===== src/rtl/text_console_writer_unit_defines.svh =====
// Assertion macros shared by the text console writer RTL.
// No dependencies; included by the files that carry assertions.
`ifndef TEXT_CONSOLE_WRITER_UNIT_DEFINES_SVH
`define TEXT_CONSOLE_WRITER_UNIT_DEFINES_SVH

// Same-cycle implication, disabled while reset is asserted.
`define TCW_ASSERT_IMP(label, clk, rst_n, ante, cons) \
    label: assert property (@(posedge clk) disable iff (!rst_n) (ante) |-> (cons)) \
        else $error("text console writer: assertion failed");

// Next-cycle implication, disabled while reset is asserted.
`define TCW_ASSERT_NXT(label, clk, rst_n, ante, cons) \
    label: assert property (@(posedge clk) disable iff (!rst_n) (ante) |=> (cons)) \
        else $error("text console writer: assertion failed");

`endif


===== src/rtl/tcw_pkg.sv =====
// Shared types and constants of the text console writer.
// No dependencies; used by front, queue, back and top level.
`default_nettype none

package tcw_pkg;

    // command codes on the input tuser
    localparam logic [1:0] CMD_PUT    = 2'd0;
    localparam logic [1:0] CMD_SETCUR = 2'd1;
    localparam logic [1:0] CMD_CLEAR  = 2'd2;
    localparam logic [1:0] CMD_READ   = 2'd3;

    localparam logic [7:0]  NEWLINE_CODE = 8'd10;
    localparam logic [15:0] BLANK_CELL   = 16'h0020;   // space, black attribute

    // classified command as handed from front to back
    typedef enum logic [2:0] {
        K_PUT,
        K_NEWLINE,
        K_SETCUR,
        K_CLEAR,
        K_READ
    } t_kind;

    typedef struct packed {
        t_kind      kind;
        logic [7:0] char_code;
        logic [7:0] attr;
        logic [7:0] col;    // already saturated to COLUMNS-1
        logic [7:0] row;    // already saturated to ROWS-1
    } t_cmd;

endpackage

`default_nettype wire


===== src/rtl/tcw_front.sv =====
// Front end: takes input transactions, classifies them and saturates the cursor.
// Depends on tcw_pkg.
`default_nettype none

module tcw_front #(
    parameter int COLUMNS = 80,
    parameter int ROWS    = 25
) (
    input  wire logic          i_valid,
    output logic               o_ready,
    input  wire logic [1:0]    i_cmd,
    input  wire logic [7:0]    i_char_code,
    input  wire logic [7:0]    i_attr,
    input  wire logic [7:0]    i_col,
    input  wire logic [7:0]    i_row,
    input  wire logic          i_full,
    input  wire logic          i_hold,
    output logic               o_push,
    output tcw_pkg::t_cmd      o_cmd
);

    tcw_pkg::t_kind w_kind;

    always_comb begin
        unique case (i_cmd)
            tcw_pkg::CMD_PUT:    w_kind = (i_char_code == tcw_pkg::NEWLINE_CODE) ?
                                          tcw_pkg::K_NEWLINE : tcw_pkg::K_PUT;
            tcw_pkg::CMD_SETCUR: w_kind = tcw_pkg::K_SETCUR;
            tcw_pkg::CMD_CLEAR:  w_kind = tcw_pkg::K_CLEAR;
            tcw_pkg::CMD_READ:   w_kind = tcw_pkg::K_READ;
            default:             w_kind = tcw_pkg::K_READ;
        endcase
    end

    assign o_ready = !i_full && !i_hold;
    assign o_push  = i_valid && o_ready;

    assign o_cmd.kind      = w_kind;
    assign o_cmd.char_code = i_char_code;
    assign o_cmd.attr      = i_attr;
    assign o_cmd.col       = (i_col >= 8'(COLUMNS)) ? 8'(COLUMNS - 1) : i_col;
    assign o_cmd.row       = (i_row >= 8'(ROWS)) ? 8'(ROWS - 1) : i_row;

endmodule

`default_nettype wire


===== config.mk =====
export PLATFORM = sky130hd
export DESIGN_NAME = tcw_front
export DESIGN_NICKNAME = d
export VERILOG_FILES = /design/src/rtl/text_console_writer_unit_defines.svh /design/src/rtl/tcw_pkg.sv /design/src/rtl/tcw_front.sv
export SDC_FILE = /design/constraint.sdc
export NUM_CORES = 1
export LEC_CHECK = 0
export BUFFER_PORTS_ARGS = -buffer_cell sky130_fd_sc_hd__buf_2
export CAP_MARGIN = 20
export CORE_AREA = 2 2 40 42
export DETAILED_ROUTE_END_ITERATION = 12
export DIE_AREA = 0 0 42 44
export GPL_TIMING_DRIVEN = 1
export PLACE_DENSITY_LB_ADDON = 0.05
export REMOVE_ABC_BUFFERS = 1
export SYNTH_ARGS = -nofsm -noshare
export SYNTH_HDL_FRONTEND = slang
export SYNTH_SLANG_ARGS = --single-unit
export TNS_END_PERCENT = 20

===== constraint.sdc =====
create_clock -name vclk -period 0.9
set_input_delay 0.09 -clock vclk [all_inputs]
set_output_delay 0.09 -clock vclk [all_outputs]
set_load 0.01 [all_outputs]

# Yosys cells after proc, flatten, opt, wreduce, memory -nomap -nowiden
# Cells that the tools add are included.
word_totals:
  register_bits: 0
op_classes:
  order_cmp: 2
  n_eq_ne: 4
  n_mux: 4
  n_reduce_logical: 5
op_table:
  columns: ["operator", "n"]
  rows:
  - ["$mux 8", 2]
  - ["$pmux 3 s4", 1]
  - ["$eq 8x4->1 const B", 1]
  - ["$ge 8x5->1 const B", 1]
  - ["$ge 8x7->1 const B", 1]
  - ["$eq 2x2->1 const B", 2]
  - ["$eq 2x1->1 const B", 1]
  - ["$logic_and 1x1->1", 2]
  - ["$logic_not 1->1", 2]
  - ["$logic_not 2->1", 1]
  - ["$mux 1", 1]

# Depth between registers and ports, before layout
depth:
  ltp_word: 3
  depth_mapped: 4

# Least setup slack after synthesis
# No wires, ideal clock.
synth_path:
  path_type: "input port to output port"
  startpoint: "input port i_cmd[0]"
  endpoint: "output port o_cmd[32] (netlist name)"
  arrival_ns: 0.701
  required_time_ns: 0.810
  setup_slack_ns: 0.109
  path_stages: 4
  path_buffers: 0
  cell_sequence: "inv_1 > ha_1 > nor2b_1 > a32o_1"
synth_rtl:
  columns: ["item", "line", "text"]
  rows:
  - ["start, declared", "tcw_front.sv:11", "input wire logic [1:0] i_cmd,"]
  - ["end, declared", "tcw_front.sv:19", "output tcw_pkg::t_cmd o_cmd"]

==> results.yml <==
place:
  dp_cells: 105
  post-dp-hpwl_um: 909
  place_congestion: 0.686
  numPortBuffers: 54
worst_setup_path:
  cp_slowest_stage_delay_ns: 0.51
  crit_fanout: 3
  cp_top_family: "simple AND/OR/NAND/NOR gates"
  worstSetupPathType: "primary input to output port"
  cp.required_ns: 0.81
  path_buf_inv: 2
  cp_cell_sequence: "buf_6 > or4_1 > buf_2"
  cp.arrival_ns: 0.86
  cp-end-kind: "output port"
  cp_slowest_cell: "or4_1"
  startpoint_type: "primary input"
timing:
  fmax_mhz: 1050
  min_period_ns: 0.953
  setup-violations-final: 9
  rsz0062_at_grt: "true"
  fin_crit_sh_pct: 106
  hold_viol_final: 0
  finalMaxSlewViolations: 0
  fin_ws_ns: -0.0533
synthesis:
  syn_area_per_cell_sq_um: 7.25
  syn-cell-area_sq_um: 355
  yosys_warnings: 0
  synth_cell_types: 15
  synth_seq_area_share_pct: 0
  netlist_instances: 49
final_layout:
  nFlopsAndLatches: 0
  area_growth_syn_to_layout_pct: 77.8
  diodes: 0
  nets: 131
  regArea_sq_um: 0
  drive_gt1_share_pct: 73.0
  clock_buffers: 0
  finalNonFillerCells: 105
global_routing:
  grt_max_degree: 6
  grt_pass1_vias: 413
  grt_use_total_pct: 11.2
  grt_pass1_wl_um: 1710
  overflow: 0
  grt_antenna_before_repair: 0
power_and_ir_drop:
  leakage_nw: 0.351
  irDropWorstVdd_uv: 179
  design_power_total_w: 0.000254
  pwr_density_cell_nw_per_um2: 402
die:
  fp.dieArea_sq_um: 1850
  ios: 74
  start_util_pct: 25.0
  die_h_um: 44
  die_w_um: 42
  row_count: 14
  core_area_sq_um: 1420
detailed_routing:
  first_pass_iters: 2
  drt-vias-per-instance: 4.09
  wl_per_cell_um: 9.94
  drc: 0
  ant_nets: 0
  routed_wl_um: 1040
  drt_iter0_drc: 3
  vias: 429
clock_network:
  post_cts_buffers: 0
  hold_buffers: 0
status:
  violations: "setup timing"
  outcome: "finished with violations"
hold_path:
  hp-class: "primary input to output port"
run:
  drv_cap: 0
kinds of logic after synthesis:
kind of cell | after synthesis | share of synthesized area, %
AO/OA/AOI/OAI | 3 | 8.45
adder cells (fa/ha/maj) | 3 | 10.6
buffers and inverters | 25 | 47.5
other | 1 | 1.06
AND/OR/NAND/NOR | 17 | 32.4
Yosys cell counts:
master	number	area share [%]
or4_1	2	4.2
nor3b_1	1	2.1
nor4b_1	1	2.5
buf_4	20	42
inv_1	5	5.3
or2_2	1	1.8
nor2b_1	1	1.8
a32o_1	1	2.8
conb_1	1	1.1
ha_1	3	11
nor2_1	3	3.2
o21ai_1	1	1.4
a2111oi_2	1	4.2
or3b_1	4	9.9
and2_1	4	7.0
routing by layer:
| layer | share of wire, % | GRT usage (%) |
|---|---|---|
| met1 | 28 | 12.3 |
| met2 | 63 | 23.1 |
| met3 | 9.7 | 2.08 |
| met4 | 0 | 0 |
| met5 | 0 | 0 |
report_power, final:
part	internal, W	leakage, nW	switching [W]
Sequential	0	0	0
Combinational	0.000139	0.351	0.000115
Clock	0	0	0
Total	0.000139	0.351	0.000115
through the flow:
stage / cell area (sq um) / util (%) / worst slack [ns] / setup TNS (ns) / hold WS, ns
floorplan: 216 / - / 0.109 / 0 / 0.180
global placement: 529 / 37.3 / -0.104 / -0.838 / 0.180
detailed placement: 529 / 37.3 / -0.101 / -0.842 / 0.180
CTS: 628 / 44.3 / -0.0441 / -0.202 / 0.180
global route: 632 / 44.5 / -0.102 / -0.633 / 0.180
finish: 632 / 44.5 / -0.0533 / -0.258 / 0.180
what timing repair did:
item | CTS | global route
gates resized for setup | 20 | 1
setup endpoints to repair | 10 | 10
pin swaps | 7 | 2
endpoints found under the hold margin | 0 | 0
cells in the final DEF, fill, tap and decap left out, types with 2 or more instances in the layout:
cell and n:
inv_1 3, conb_1 4, or3b_1 4, inv_2 2, nor2_1 3, buf_6 6
ha_4 2, or4_1 2, and2_1 4, buf_2 47, buf_4 3
layout make-up:
class | instances | area [sq um]
fill | 171 | 787
inverter | 5 | 18.8
timing repair buffer | 57 | 340
multi-input combinational | 27 | 253
tap | 16 | 20.0
final timing paths:
path	startpoint	to	slack, ns	cells after the start
worst min-delay path	i_attr[0]	o_cmd[16]	0.18	0
worst max-delay path	i_row[7]	o_cmd[3]	-0.05	3
No activity file was read; power rests on OpenSTA's default activity.
