File: src/rtl/text_console_writer_unit_defines.svh
// Assertion macros shared by the text console writer RTL.
// No dependencies; included by the files that carry assertions.
`ifndef TEXT_CONSOLE_WRITER_UNIT_DEFINES_SVH
`define TEXT_CONSOLE_WRITER_UNIT_DEFINES_SVH

// Same-cycle implication, disabled while reset is asserted.
`define TCW_ASSERT_IMP(label, clk, rst_n, ante, cons) \
    label: assert property (@(posedge clk) disable iff (!rst_n) (ante) |-> (cons)) \
        else $error("text console writer: assertion failed");

// Next-cycle implication, disabled while reset is asserted.
`define TCW_ASSERT_NXT(label, clk, rst_n, ante, cons) \
    label: assert property (@(posedge clk) disable iff (!rst_n) (ante) |=> (cons)) \
        else $error("text console writer: assertion failed");

`endif

File: src/rtl/tcw_pkg.sv
// Shared types and constants of the text console writer.
// No dependencies; used by front, queue, back and top level.
`default_nettype none

package tcw_pkg;

    // command codes on the input tuser
    localparam logic [1:0] CMD_PUT    = 2'd0;
    localparam logic [1:0] CMD_SETCUR = 2'd1;
    localparam logic [1:0] CMD_CLEAR  = 2'd2;
    localparam logic [1:0] CMD_READ   = 2'd3;

    localparam logic [7:0]  NEWLINE_CODE = 8'd10;
    localparam logic [15:0] BLANK_CELL   = 16'h0020;   // space, black attribute

    // classified command as handed from front to back
    typedef enum logic [2:0] {
        K_PUT,
        K_NEWLINE,
        K_SETCUR,
        K_CLEAR,
        K_READ
    } t_kind;

    typedef struct packed {
        t_kind      kind;
        logic [7:0] char_code;
        logic [7:0] attr;
        logic [7:0] col;    // already saturated to COLUMNS-1
        logic [7:0] row;    // already saturated to ROWS-1
    } t_cmd;

endpackage

`default_nettype wire

File: src/rtl/tcw_queue.sv
// Short command queue between front and back end.
// Depends on tcw_pkg. DEPTH must be a power of two.
`default_nettype none

module tcw_queue #(
    parameter int DEPTH = 2
) (
    input  wire logic          i_clk,
    input  wire logic          i_rst_n,
    input  wire logic          i_push,
    input  wire tcw_pkg::t_cmd i_data,
    input  wire logic          i_pop,
    output logic               o_full,
    output logic               o_empty,
    output tcw_pkg::t_cmd      o_head
);

    localparam int PW = (DEPTH > 1) ? $clog2(DEPTH) : 1;
    localparam int CNTW = $clog2(DEPTH + 1);

    tcw_pkg::t_cmd   r_slot [DEPTH];
    logic [PW-1:0]   r_wptr, n_wptr;
    logic [PW-1:0]   r_rptr, n_rptr;
    logic [CNTW-1:0] r_count, n_count;

    always_comb begin
        n_wptr  = i_push ? r_wptr + PW'(1) : r_wptr;
        n_rptr  = i_pop ? r_rptr + PW'(1) : r_rptr;
        n_count = r_count + CNTW'(i_push) - CNTW'(i_pop);
    end

    always_ff @(posedge i_clk) begin
        if (!i_rst_n) begin
            r_wptr  <= '0;
            r_rptr  <= '0;
            r_count <= '0;
        end else begin
            r_wptr  <= n_wptr;
            r_rptr  <= n_rptr;
            r_count <= n_count;
        end
    end

    always_ff @(posedge i_clk) begin
        if (i_push) begin
            r_slot[r_wptr] <= i_data;
        end
    end

    assign o_full  = (r_count == CNTW'(DEPTH));
    assign o_empty = (r_count == '0);
    assign o_head  = r_slot[r_rptr];

endmodule

`default_nettype wire

File: config.mk
export PLATFORM = sky130hd
export DESIGN_NAME = tcw_queue
export DESIGN_NICKNAME = d
export VERILOG_FILES = /design/src/rtl/text_console_writer_unit_defines.svh /design/src/rtl/tcw_pkg.sv /design/src/rtl/tcw_queue.sv
export SDC_FILE = /design/constraint.sdc
export NUM_CORES = 1
export LEC_CHECK = 0
export ABC_CLOCK_PERIOD_IN_PS = 2400
export BUFFER_PORTS_ARGS = -buffer_cell sky130_fd_sc_hd__buf_4
export CORE_UTILIZATION = 47
export DETAILED_ROUTE_END_ITERATION = 10
export PLACE_DENSITY = 0.73
export SYNTH_ARGS = -nofsm -noshare
export SYNTH_HDL_FRONTEND = slang
export SYNTH_SLANG_ARGS = --single-unit
File: constraint.sdc
create_clock -name i_clk -period 2.4 [get_ports i_clk]
set_clock_uncertainty 0.05 [all_clocks]
set_input_delay 0.48 -clock i_clk [delete_from_list [all_inputs] [get_ports i_clk]]
set_output_delay 0.48 -clock i_clk [all_outputs]
set_load 0.01 [all_outputs]
Word-level counts from Yosys, hierarchy flattened:

Memory sizes are Yosys's and may differ from the RTL's. A register that Yosys moved wholly into a read port is not among the register bits.
Cells that the tools add are included.

* RAM bits: 70
* input port bits: 39
* register bits: 4
* logic and storage cells: 14
* memory bits (read-only): 0
* output and inout port bits: 37
* latch bits: 0
* memories kept: 1

* equality and inequality tests: 1
* muxes and demuxes: 4
* $lt $le $gt $ge: 0
* divide/modulo/power cells: 0
* multiply operators: 0
* reduce and logical (&&, ||, !) cells: 1
* add/subtract/negate cells: 4
* shift-type cells: 0
* bitwise logic cells: 0

Memories
* r_slot: depth 2, width 35, read ports 1, clocked after Yosys merged registers in 1, wr ports 1, line tcw_queue.sv:21 `tcw_pkg::t_cmd r_slot [DEPTH];`

Operators by type and width (count)
* 2-to-1 mux 1 bit: 4
* adder 1 bit, second input constant: 2
* adder 2 x 1 -> 2 bit: 1
* equality test 2 bit, second input constant: 1
* logical NOT 2 bit: 1
* subtractor 2 x 1 -> 2 bit: 1

Logic depth before layout (Yosys ltp):

* depth in word-level cells: 3
* mapped depth: 6
* mapped depth without buffers: 6

Worst setup path before layout:

No wires, ideal clock.

* path type: input port to flip-flop
* start: input i_push
* end: memory r_slot[0][0] in the netlist's numbering (enable)
* cell stages on the path: 1
* setup time: 433 ps
* buffers on the path: 0
* arrival time: 2087 ps
* data required time: 1917 ps
* path slack: -169 ps
* cell sequence: nor2b_1

* word-level cells in the longest chain between the ends: 2

RTL lines
* start, declared: line tcw_queue.sv:10 `input wire logic i_push,`
* 2-to-1 mux 1 bit: line tcw_queue.sv:45 `if (i_push) begin`
* 2-to-1 mux 1 bit (not written as such): line tcw_queue.sv:46 `r_slot[r_wptr] <= i_data;`
* end, declared: line tcw_queue.sv:21

No other way between the ends.

==> out/metrics.yaml <==
global_routing:
  grt_start_max_net_pins: 23
  grt_pass1_vias: 1476
  overflow: 0
  grt_use_total_pct: 15.1
  antenna_found_initial: 0
  grt_pass1_wl_um: 6800
setup_path:
  crit_path_top_delay_cell: "dfxtp_2"
  cp-end-kind: "output port"
  path_class: "reg -> out"
  cp.required_ns: 1.87
  path_cells: "buf_4 > mux2_2 > buf_4"
  crit_family: "flip-flops"
  slowest_delay_ns: 0.48
  cp_max_fo: 13
  critPathLaunchType: "register"
  crit_top_cell: "buf_4"
  path_buf_inv: 2
  crit_arrival_ns: 1.64
yosys:
  ys_warn_count: 0
  synth_cell_types: 14
  syn-instance-count: 130
  seq_area_frac_synth_pct: 75.8
  syn_area_mm2: 0.00291
  syn_avg_cell_area_um2: 22.3
  ys_ff_latch: 75
  syn-num-nets: 171
clocking:
  clock_sinks: 75
  numCtsBuffers: 9
  cts_resized: 0
  clk_latency_ns: 0.33
  cts_hold_buf: 0
  cts_tree: "built"
  cts_max_path_buffers: 2
  cts_root_buf: "clkbuf_8"
  cts.clk_slew.worst_paths_ns: 0.07
  cts_max_level: 3
  postCtsSetupRepairBufs: 0
placement:
  dp_cells: 282
  dp.final_hpwl_um: 3180
  gp_congestion: 0.620
  io_buffers: 75
timing:
  final_max_slew_viol_count: 0
  relSlewSlack_pct: 79.0
  setup_viol: 0
  rsz0062_at_grt: "no"
  timing.fmax_mhz: 461
  worstMarginPinSlew_ns: 0.315
  tns_ns: 0
  post-route-period-util_pct: 90.5
  whs_ns: 0.276
  hold_viol_final: 0
  fin_crit_ns: 2.17
power_and_ir_drop:
  irDropWorstVdd_mv: 0.486
  power.density_mw_per_mm2: 785
  p_leak_nw: 1.51
finish:
  seqCellArea_mm2: 0.00220
  multiInputGateArea_um2: 632
  drive_gt1_share_pct: 58.7
  fin_nets: 259
  fin_util_pct: 63.0
  fillerInstances: 449
  area_delta_synth_final_pct: 29.2
  final_common_cell: "buf_4"
  final_cell_count_no_fill: 298
  final_cell_mix: "buf_4, edfxtp_1, mux2_4"
  antenna-diode-count: 0
route:
  vias: 1428
  viasPerCell: 4.79
  firstDrtPassIters: 4
  drt_first_iter_violations: 61
  wl_per_cell_um: 15.3
  postRouteAntennaNets: 0
  routed_wl_um: 4550
  post-route-drc-count: 0
run:
  maxCapViolCount: 0
die:
  initial_core_util_pct: 48.8
  dieArea_mm2: 0.00650
  dieWidth_um: 80.6
  die_h_um: 80.6
  io_pins: 76
  core_area_mm2: 0.00596
  rows: 28
status:
  outcome: "completed"
hold_path:
  hold_path_class: "in -> reg"
registers in the layout, summed over array words and instances, names as in the netlist, named ones only:
signal   flops
r_rptr       1
r_count      2
r_slot      70
r_wptr       1
cell type report:
| cell class | count | share of cell area [%] |
|---|---|---|
| clock buffers | 10 | 3.40 |
| clock inverters | 6 | 2.13 |
| inverters | 2 | 0.200 |
| multi-input cells | 49 | 16.8 |
| flip-flops and latches | 75 | 58.7 |
| well taps | 75 | 2.50 |
| repair buffers | 81 | 16.2 |
metal layers:
| metal | vias up | track usage (%) | share of wire [%] |
|---|---|---|---|
| met1 | 694 | 16.9 | 40 |
| li1 | 673 | - | - |
| met3 | 12 | 2.50 | 4.9 |
| met5 | - | 0 | 0 |
| met4 | 0 | 12.3 | 2.9 |
| met2 | 49 | 25.3 | 52 |
cell families (layout without fill, tap and decap cells):
kind of cell	Yosys count	in the layout	synth area share, %
multiplexers	35	35	17.4
AO/OA/AOI/OAI	1	1	0.258
AND/OR/NAND/NOR	9	9	1.85
buffers and inverters	6	99	2.71
XOR/XNOR	2	2	1.08
flip-flops	75	75	75.8
adder cells (fa/ha/maj)	2	2	0.861
path summary, 6_finish.rpt:
path	startpoint	endpoint	slack [ns]	cells past startpoint
setup / recovery	register	o_head[27]	0.23	3
hold reg to reg	r_rptr	register	0.54	2
hold / removal	i_data[6]	r_slot[1][6]	0.28	1
setup reg to reg	r_count[0]	r_count[1]	1.07	6
power breakdown:
group	switching, W	total (W)	internal [W]
combinational	0.000166	0.000417	0.000251
sequential	0.0000284	0.00154	0.00151
clock	0.000413	0.000989	0.000577
synthesized netlist by cell type:
master | count | share of area, %
buf_6 | 1 | 0.39
dfxtp_1 | 5 | 3.4
o21a_1 | 1 | 0.26
mux2_4 | 30 | 16
inv_1 | 2 | 0.26
nor2_1 | 1 | 0.13
ha_1 | 2 | 0.86
xnor3_1 | 1 | 0.78
edfxtp_1 | 70 | 72
buf_12 | 3 | 2.1
nor2b_1 | 4 | 0.86
mux2_2 | 5 | 1.9
and2_1 | 4 | 0.86
xor2_1 | 1 | 0.30
through the flow:
| stage | power (W) | setup WS (ns) | cell area (um2) |
|---|---|---|---|
| after floorplan | 0.00181 | 0.494 | 2910 |
| after global placement | 0.00197 | 0.606 | 3540 |
| after detailed placement | 0.00199 | 0.566 | 3540 |
| after CTS | 0.00299 | 0.192 | 3750 |
| after global routing | 0.00307 | 0.155 | 3750 |
| final | 0.00294 | 0.229 | 3750 |
worst register-to-register path, delay by kind of cell, from the launching register on:
| kind | cells | cell delay [ns] |
|---|---|---|
| xor gates and xnor gates | 1 | 0.21 |
| adders and majority gates | 2 | 0.41 |
| buffers and inverters | 2 | 0.13 |
| DFF | 1 | 0.36 |
| and+or+nand+nor | 1 | 0.11 |
(Power assumes the default switching activity.)
